## config.mk

```make
export PLATFORM = sky130hd
export DESIGN_NAME = pgp_packet_deframer_core
export DESIGN_NICKNAME = d
export VERILOG_FILES = /design/src/rtl/pgpdf_pkg.sv /design/src/rtl/pgpdf_parse.sv /design/src/rtl/pgp_packet_deframer_core.sv
export SDC_FILE = /design/constraint.sdc
export NUM_CORES = 1
export LEC_CHECK = 0
export BUFFER_PORTS_ARGS = -buffer_cell sky130_fd_sc_hd__buf_4
export CAP_MARGIN = 0
export CORE_ASPECT_RATIO = 0.75
export CORE_MARGIN = 5
export CORE_UTILIZATION = 61
export CTS_CLUSTER_SIZE = 28
export DETAILED_ROUTE_END_ITERATION = 7
export PLACE_DENSITY = 0.81
export SKIP_LAST_GASP = 1
export SLEW_MARGIN = 20
export SYNTH_ARGS = -nofsm -noshare
export SYNTH_HDL_FRONTEND = slang
export SYNTH_SLANG_ARGS = --single-unit
```

## constraint.sdc

```tcl
create_clock -name clk -period 13.7 [get_ports clk]
set_clock_uncertainty 0.05 [all_clocks]
set_input_delay 2.055 -clock clk [delete_from_list [all_inputs] [get_ports clk]]
set_output_delay 2.055 -clock clk [all_outputs]
set_load 0.01 [all_outputs]
```

## src/rtl/pgpdf_pkg.sv

```systemverilog
package pgpdf_pkg;

	typedef enum logic [1:0] {
		PH_TAG   = 2'd0,
		PH_LEN   = 2'd1,
		PH_BODY  = 2'd2,
		PH_SPARE = 2'd3
	} phase_t;

	typedef enum logic [1:0] {
		K_HEADER  = 2'd0,
		K_BODY    = 2'd1,
		K_INVALID = 2'd2,
		K_TRUNC   = 2'd3
	} kind_t;

	localparam int unsigned TAG_VALID_BIT = 7;
	localparam int unsigned TAG_NEW_BIT   = 6;
	localparam logic [1:0]  LEN_CODE_OPEN = 2'd3;

	typedef struct packed {
		logic        valid;
		kind_t       kind;
		logic [5:0]  packet_type;
		logic [31:0] body_length;
		logic        length_unknown;
		logic [7:0]  body_data;
		logic        last;
	} result_t;

endpackage

```

## src/rtl/pgpdf_parse.sv

```systemverilog
module pgpdf_parse (
	input  logic               clk,
	input  logic               arst_n,
	input  logic               fire,
	input  logic [7:0]         data_byte,
	input  logic               stream_end,
	output pgpdf_pkg::result_t res
);

	pgpdf_pkg::phase_t phase_q, phase_d;
	logic [2:0]  len_left_q, len_left_d;
	logic [31:0] len_accum_q, len_accum_d;
	logic [31:0] body_left_q, body_left_d;
	logic        open_q, open_d;
	logic [5:0]  type_q, type_d;
	logic [31:0] decl_q, decl_d;

	always_ff @(posedge clk or negedge arst_n) begin
		if (!arst_n) begin
			phase_q     <= pgpdf_pkg::PH_TAG;
			len_left_q  <= 3'd0;
			len_accum_q <= 32'd0;
			body_left_q <= 32'd0;
			open_q      <= 1'b0;
			type_q      <= 6'd0;
			decl_q      <= 32'd0;
		end else if (fire) begin
			phase_q     <= phase_d;
			len_left_q  <= len_left_d;
			len_accum_q <= len_accum_d;
			body_left_q <= body_left_d;
			open_q      <= open_d;
			type_q      <= type_d;
			decl_q      <= decl_d;
		end
	end

	always_comb begin
		logic [31:0] acc;
		logic [2:0]  left;
		logic [31:0] bl;
		logic        go_idle;
		acc         = {len_accum_q[23:0], data_byte};
		left        = len_left_q - 3'd1;
		bl          = body_left_q - 32'd1;
		go_idle     = 1'b0;
		phase_d     = phase_q;
		len_left_d  = len_left_q;
		len_accum_d = len_accum_q;
		body_left_d = body_left_q;
		open_d      = open_q;
		type_d      = type_q;
		decl_d      = decl_q;
		res         = '0;
		unique case (phase_q)
			pgpdf_pkg::PH_LEN: begin
				len_accum_d = acc;
				len_left_d  = left;
				if (left != 3'd0) begin
					if (stream_end) begin
						res.valid = 1'b1;
						res.kind  = pgpdf_pkg::K_TRUNC;
						res.last  = 1'b1;
						go_idle   = 1'b1;
					end
				end else begin
					decl_d            = acc;
					res.valid         = 1'b1;
					res.body_length   = acc;
					if (acc == 32'd0) begin
						res.kind = pgpdf_pkg::K_HEADER;
						res.last = 1'b1;
						go_idle  = 1'b1;
					end else if (stream_end) begin
						res.kind = pgpdf_pkg::K_TRUNC;
						res.last = 1'b1;
						go_idle  = 1'b1;
					end else begin
						res.kind    = pgpdf_pkg::K_HEADER;
						phase_d     = pgpdf_pkg::PH_BODY;
						body_left_d = acc;
					end
				end
				res.packet_type = type_q;
			end
			pgpdf_pkg::PH_BODY: begin
				res.valid       = 1'b1;
				res.packet_type = type_q;
				res.body_data   = data_byte;
				if (open_q) begin
					res.kind           = pgpdf_pkg::K_BODY;
					res.length_unknown = 1'b1;
					res.last           = stream_end;
					go_idle            = stream_end;
				end else begin
					body_left_d     = bl;
					res.body_length = decl_q;
					if (bl == 32'd0) begin
						res.kind = pgpdf_pkg::K_BODY;
						res.last = 1'b1;
						go_idle  = 1'b1;
					end else if (stream_end) begin
						res.kind = pgpdf_pkg::K_TRUNC;
						res.last = 1'b1;
						go_idle  = 1'b1;
					end else begin
						res.kind = pgpdf_pkg::K_BODY;
					end
				end
			end
			default: begin
				go_idle = 1'b1;
				res.valid = 1'b1;
				if (!data_byte[pgpdf_pkg::TAG_VALID_BIT]) begin
					res.kind = pgpdf_pkg::K_INVALID;
					res.last = 1'b1;
				end else if (data_byte[pgpdf_pkg::TAG_NEW_BIT] ||
						data_byte[1:0] == pgpdf_pkg::LEN_CODE_OPEN) begin
					type_d = data_byte[pgpdf_pkg::TAG_NEW_BIT] ? data_byte[5:0]
						: {2'b00, data_byte[5:2]};
					decl_d             = 32'd0;
					res.kind           = pgpdf_pkg::K_HEADER;
					res.packet_type    = type_d;
					res.length_unknown = 1'b1;
					res.last           = stream_end;
				end else begin
					type_d          = {2'b00, data_byte[5:2]};
					decl_d          = 32'd0;
					res.packet_type = type_d;
					if (stream_end) begin
						res.kind = pgpdf_pkg::K_TRUNC;
						res.last = 1'b1;
					end else begin
						res.valid = 1'b0;
					end
				end
			end
		endcase
		if (go_idle) begin
			phase_d     = pgpdf_pkg::PH_TAG;
			len_left_d  = 3'd0;
			len_accum_d = 32'd0;
			body_left_d = 32'd0;
			open_d      = 1'b0;
		end
		if ((phase_q == pgpdf_pkg::PH_TAG || phase_q == pgpdf_pkg::PH_SPARE) &&
				data_byte[pgpdf_pkg::TAG_VALID_BIT] && !stream_end) begin
			if (data_byte[pgpdf_pkg::TAG_NEW_BIT] ||
					data_byte[1:0] == pgpdf_pkg::LEN_CODE_OPEN) begin
				phase_d = pgpdf_pkg::PH_BODY;
				open_d  = 1'b1;
			end else begin
				phase_d    = pgpdf_pkg::PH_LEN;
				len_left_d = 3'd1 << data_byte[1:0];
			end
		end
	end

endmodule

```

## src/rtl/pgp_packet_deframer_core.sv

```systemverilog
// Packet deframer: splits a byte stream of PGP packets into headers and bodies.
// Input channel (data_valid/data_stall) carries one stream byte per beat with
// stream_end marking the final byte of the whole stream.
// Output channel (result_valid/result_stall) carries at most one result per
// input beat: a header (type, length, unknown-length flag), a body byte, an
// invalid tag byte, or a truncated-packet mark; last closes each packet.
// Length bytes other than the final one produce no result unless stream_end marks them.
// Throughput: one byte per cycle while the receiver does not stall, set by the
// single parse stage between the input register and the result register.
// An accepted beat is parsed from the input register and its result is loaded
// into the result register, which drives result_valid.
// Reset clears the parse state to await a tag byte and empties both registers.
// When the receiver stalls, the result register holds; the input register
// keeps one more beat, then data_stall rises until the result is taken.
module pgp_packet_deframer_core (
	input  logic        clk,
	input  logic        arst_n,
	input  logic        data_valid,
	output logic        data_stall,
	input  logic [7:0]  data_byte,
	input  logic        stream_end,
	output logic        result_valid,
	input  logic        result_stall,
	output logic [1:0]  kind,
	output logic [5:0]  packet_type,
	output logic [31:0] body_length,
	output logic        length_unknown,
	output logic [7:0]  body_data,
	output logic        last
);

	logic       valid_s1;
	logic [7:0] byte_s1;
	logic       end_s1;
	logic       out_free;
	logic       fire;
	pgpdf_pkg::result_t res;

	assign out_free   = !result_valid || !result_stall;
	assign fire       = valid_s1 && out_free;
	assign data_stall = valid_s1 && !out_free;

	always_ff @(posedge clk or negedge arst_n) begin
		if (!arst_n) begin
			valid_s1 <= 1'b0;
		end else if (!data_stall) begin
			valid_s1 <= data_valid;
		end
	end

	always_ff @(posedge clk) begin
		if (!data_stall && data_valid) begin
			byte_s1 <= data_byte;
			end_s1  <= stream_end;
		end
	end

	pgpdf_parse u_parse (
		.clk        (clk),
		.arst_n     (arst_n),
		.fire       (fire),
		.data_byte  (byte_s1),
		.stream_end (end_s1),
		.res        (res)
	);

	always_ff @(posedge clk or negedge arst_n) begin
		if (!arst_n) begin
			result_valid <= 1'b0;
		end else if (out_free) begin
			result_valid <= fire && res.valid;
		end
	end

	// advance the result register only on a fresh result
	always_ff @(posedge clk) begin
		if (fire && res.valid) begin
			kind           <= res.kind;
			packet_type    <= res.packet_type;
			body_length    <= res.body_length;
			length_unknown <= res.length_unknown;
			body_data      <= res.body_data;
			last           <= res.last;
		end
	end

`ifndef SYNTHESIS
	a_stall_needs_full: assert property (@(posedge clk) disable iff (!arst_n)
		data_stall |-> (result_valid && result_stall))
		else $error("input stalled while result register free");

	a_invalid_last: assert property (@(posedge clk) disable iff (!arst_n)
		(result_valid && kind == pgpdf_pkg::K_INVALID) |-> (last && packet_type == 6'd0))
		else $error("invalid tag result malformed");

	a_trunc_last: assert property (@(posedge clk) disable iff (!arst_n)
		(result_valid && kind == pgpdf_pkg::K_TRUNC) |-> (last && !length_unknown))
		else $error("truncated result malformed");

	a_open_len_zero: assert property (@(posedge clk) disable iff (!arst_n)
		(result_valid && length_unknown) |-> (body_length == 32'd0))
		else $error("unknown-length packet carries a length");
`endif

endmodule

```

Yosys cells after proc, flatten, opt, wreduce, memory -nomap -nowiden
Index checks and enable logic that the tools add are counted.
{"block": "word_totals", "reg_bits": 161, "input_bits": 13, "out_inout_bits": 52, "word_cells": 118}
{"block": "op_classes", "add_sub_neg": 2, "n_eq_ne": 12, "n_shift": 1, "muxes": 56, "n_bitwise": 2, "n_reduce_logical": 28}
{"cell": "$mux 32", "n": 9}
{"cell": "$pmux 32 s2", "n": 3}
{"cell": "$logic_not 32->1", "n": 2}
{"cell": "$mux 24", "n": 2}
{"cell": "$sub 32x1->32 const B", "n": 1}
{"cell": "$mux 2", "n": 13}
{"cell": "$mux 3", "n": 6}
{"cell": "$mux 6", "n": 3}
{"cell": "$pmux 9 s2", "n": 1}
{"cell": "$mux 1", "n": 15}
{"cell": "$ne 3x3->1 const B", "n": 5}
{"cell": "$reduce_bool 3->1", "n": 3}
{"cell": "$mux 8", "n": 1}
{"cell": "$eq 2x2->1 const B", "n": 3}
{"cell": "$logic_and 1x1->1", "n": 6}
{"cell": "$pmux 1 s2", "n": 3}
{"cell": "$reduce_and 6->1", "n": 1}
{"cell": "$logic_not 1->1", "n": 5}
{"cell": "$reduce_and 5->1", "n": 1}
{"cell": "$reduce_and 4->1", "n": 1}
{"cell": "$reduce_bool 2->1", "n": 2}
{"cell": "$logic_or 1x1->1", "n": 3}
{"cell": "$ne 3x1->1 const B", "n": 1}
{"cell": "$ne 3x2->1 const B", "n": 1}
{"cell": "other kinds (9)", "n": 10}

Depth between registers and ports, before layout
{"block": "logic_depth", "depth_word": 8, "mapped_depth": 14}

Modules after synthesis
A second synthesis with hierarchy kept.
{"block": "hier_totals", "hier_cells": 730, "area_unflattened_um2": 7890.1}
{"mod": "pgpdf_parse", "n_inst": 1, "cells_per_inst": 660, "area_each_um2": 6019.5}
{"mod": "pgp_packet_deframer_core", "n_inst": 1, "cells_per_inst": 70, "area_each_um2": 1870.5}

Least setup slack after synthesis
No wires, ideal clock.
{"block": "synth_timing", "path_kind": "input to register", "startpoint": "in result_stall", "endpoint": "reg body_data[0] (enable)", "t_arrival_ps": 5733, "required_ps": 13131, "slack_ps": 7398, "cell_stages": 3, "path_buffers": 0, "cell_sequence": "nand2_1 > nand2_1 > nor3_1"}
{"block": "synth_via", "elab_chain_cells": 4}
{"element": "from (decl)", "line_no": "pgp_packet_deframer_core.sv:23", "rtl": "input logic result_stall,"}
{"element": "$logic_not 1->1", "line_no": "pgp_packet_deframer_core.sv:39", "rtl": "assign out_free = !result_valid || !result_stall;"}
{"element": "$logic_or 1x1->1", "line_no": "pgp_packet_deframer_core.sv:39"}
{"element": "$logic_and 1x1->1", "line_no": "pgp_packet_deframer_core.sv:40", "rtl": "assign fire = valid_s1 && out_free;"}
{"element": "$logic_and 1x1->1", "line_no": "pgp_packet_deframer_core.sv:77", "rtl": "if (fire && res.valid) begin"}
{"element": "to (signal assigned)", "line_no": "pgp_packet_deframer_core.sv:82", "rtl": "body_data <= res.body_data;"}
{"element": "to (decl)", "line_no": "pgp_packet_deframer_core.sv:28", "rtl": "output logic [7:0] body_data,"}
Every way passes these cells.
A chain may end at the register's enable or synchronous reset.

Worst setup path after layout
{"block": "layout_timing", "startpoint": "in result_stall", "endpoint": "out data_stall"}
{"block": "layout_via", "elab_chain_cells": 4}
{"element": "$logic_not 1->1", "line_no": "pgp_packet_deframer_core.sv:39"}
{"element": "$logic_or 1x1->1", "line_no": "pgp_packet_deframer_core.sv:39"}
{"element": "$logic_not 1->1", "line_no": "pgp_packet_deframer_core.sv:41", "rtl": "assign data_stall = valid_s1 && !out_free;"}
{"element": "$logic_and 1x1->1", "line_no": "pgp_packet_deframer_core.sv:41"}
{"element": "to (decl)", "line_no": "pgp_packet_deframer_core.sv:19", "rtl": "output logic data_stall,"}
Every way passes these cells.

==> out/qor.txt <==
Outcome: finished clean
WHS Path Cells: 2
Crit path capture type: primary output
Final Hold Fails: 0
Primary FF master, synth: dfrtp_1
Clk slew on worst S/H paths: 0.07 ns
Die height: 107 um
Number of synthesized flops with an enable pin: 59
Syn Nets: 731
# hold bufs at CTS: 0
Largest net degree at the start of global routing: 82
Detail Placement HPWL: 13000 um
Setup_tns: 0 ns
RSZ-0062 raised after global routing: no
Worst flop-to-flop path startpoint: u_parse.body_left_q[0]
Layout area overhead: 15.4%
Syn_area_per_cell: 10.7 um2
Vias in the first global route: 6016
Area contributors post-synth: dfrtp_1 33%, edfxtp_1 23%, a22o_1 6.3%
Setup violators final: 0
LEAKAGE: 3.62 nW
DIE WIDTH: 139 um
Post-synthesis cell count: 712
Fraction of registers with async set/reset: 0.634
Clk root buf: clkbuf_16
Post-DR wirelength/cell: 21.9 um
Final ANT Viol Nets: 0
IR drop worst, VDD: 0.162 mV
Worst Path Required: 11.60 ns
Core area: 0.0123 mm2
Synth Register Bits: 161
Clk buf depth: 2
Worst-margin pin slew: 1.16 ns
Crit Path Class: in -> out
Via density: 6.73
Crit path DAT: 2.45 ns
Ratio of cells with drive above 1 in the final layout: 0.166
Ports: 65
PortBufs: 64
CP max FO: 3
Setup Buffers After CTS: 0
CTS tree: done
Site row count: 35
NumNets Final: 771
Post-CTS sizing: 0
Tcrit/Tclk final: 0.332
Area leader, netlist: dfrtp_1
Hold Crit Class: reg -> reg
Setup crit start: result_stall
Wire length of the first global-routing pass: 32900 um
Post-synth cell types: 60
Antenna cell count: 0
DRT iter0 DRCs: 867
Gr usage total: 0.279
FF-to-FF path depth: 11
Startpoint Class: input port
Number of buffers created by CTS: 17
Tmin final: 4.55 ns
Wirelength, routed: 20300 um
Starting density of the core: 0.622
Fmax: 220 MHz
DRC: 0
H-tree levels: 4
CTS Sinks: 161
Synth top area share: 0.334
Min-delay src: u_parse.type_q[2]
Number of max-cap violations: 0
Via count: 6268
Gpl congestion: 0.965
Design Power: 2.07 mW
Total gr overflow: 0
Initial antenna violation count: 0
Full die area: 0.0149 mm2
Clock latency on the worst-skew pair: 0.43 ns
Drt pass-1 iters: 6
P per Cell Area: 235 mW/mm2
Ys Warns: 0
Synth Cell Area: 0.00763 mm2
Final Max Tran Viols: 0
Post-layout util: 0.718
Slew headroom: 0.207
Sequential share of the synthesized area: 0.567
-- worst max-delay path, cell delays in order --
cell,delay [ns]
buf_4,0.11
nand3_1,0.09
inv_1,0.05
buf_4,0.13
-- sequential cells by signal (all words and copies together) (netlist names), 2 cells and up --
register / flops
packet_type: 6
body_length: 32
u_parse.decl_q: 32
body_data: 8
u_parse.len_left_q: 3
u_parse.type_q: 6
u_parse.phase_q: 2
kind: 2
u_parse.body_left_q: 32
byte_s1: 8
u_parse.len_accum_q: 24
-- routing by layer --
metal  global-route usage  wire length [um]
met5                    0                 0
met4               0.0880               303
met3               0.0557              2310
met2                0.427              9270
met1                0.406              8460
-- cell usage in the layout, fill, tap and decap left out, types with 4 or more instances in the layout --
master     count
a21oi_1       27
nor3_2         5
o22ai_1       13
o21ai_1        6
mux2i_1        6
and2_1        14
edfxtp_1      59
o221ai_1       5
buf_4         71
nor4_1        20
nand3_1        8
nand2_1       59
ha_1           6
xnor2_1        4
a21boi_0       4
inv_6          4
a32oi_1        8
inv_1         26
nor2_2         4
a22oi_1       41
nand4_1        7
a22o_1        55
dfrtp_1      102
nor2b_1        4
or4_1          4
nand2b_1       4
o21ai_0       43
nor2_1        62
o31ai_1        6
clkbuf_16     17
nor3_1        10
-- worst paths after layout --
path	to	slack (ns)
worst min-delay path	u_parse.type_q[2]	0.44
worst min register to register	u_parse.type_q[2]	0.44
worst max register to register	u_parse.body_left_q[13]	9.40
max in group asynchronous	u_parse.body_left_q[12]	11.12
worst max-delay path	data_stall	9.15
min in group asynchronous	u_parse.decl_q[1]	1.45
-- synth_stat cells (5+ instances only) --
library cell and count:
nand2_1 59, and2_1 14, dfrtp_1 102, a32oi_1 8, a22oi_1 41, o31ai_1 6, o221ai_1 5, o22ai_1 13
nor4_1 21, mux2i_1 6, inv_1 26, buf_2 13, nand3_1 8, o21ai_1 6, clkbuf_1 30, nand4_1 7
ha_1 6, a21oi_1 27, edfxtp_1 59, o21ai_0 44, nor3_1 11, a22o_1 55, nor2_1 64
-- area by class of cell --
| cell class | instances | area (um2) |
|---|---|---|
| fillers | 839 | 3460 |
| clock buffers | 19 | 443 |
| multi-input cells | 474 | 3000 |
| flip-flops and latches | 161 | 4320 |
| inverters | 26 | 97.6 |
| clock inverters | 13 | 189 |
| well taps | 166 | 208 |
| repair buffers | 72 | 544 |
-- through the flow --
stage	instance area (um2)	std cells	hold slack (ns)	worst slack (ns)
global placement	8160	899	0.413	9.16
CTS	8800	931	0.441	9.15
floorplan	7630	712	0.400	7.40
global route	8810	931	0.454	9.13
finish	8810	931	0.442	9.15
detailed placement	8170	899	0.425	9.15
-- kinds of logic after synthesis --
logic type / share of synthesized area
compound gates: 0.214
buf+inv: 0.0439
fa+ha+maj: 0.00984
xor+xnor: 0.00689
simple gates: 0.150
flops: 0.567
mux: 0.00934
-- power by group --
group | leakage, nW | internal [mW] | switching [mW]
combinational | 1.33 | 0.292 | 0.555
clock | 0.311 | 0.299 | 0.209
sequential | 1.98 | 0.624 | 0.0876
total | 3.62 | 1.22 | 0.851
No activity file was read; power rests on OpenSTA's default activity.
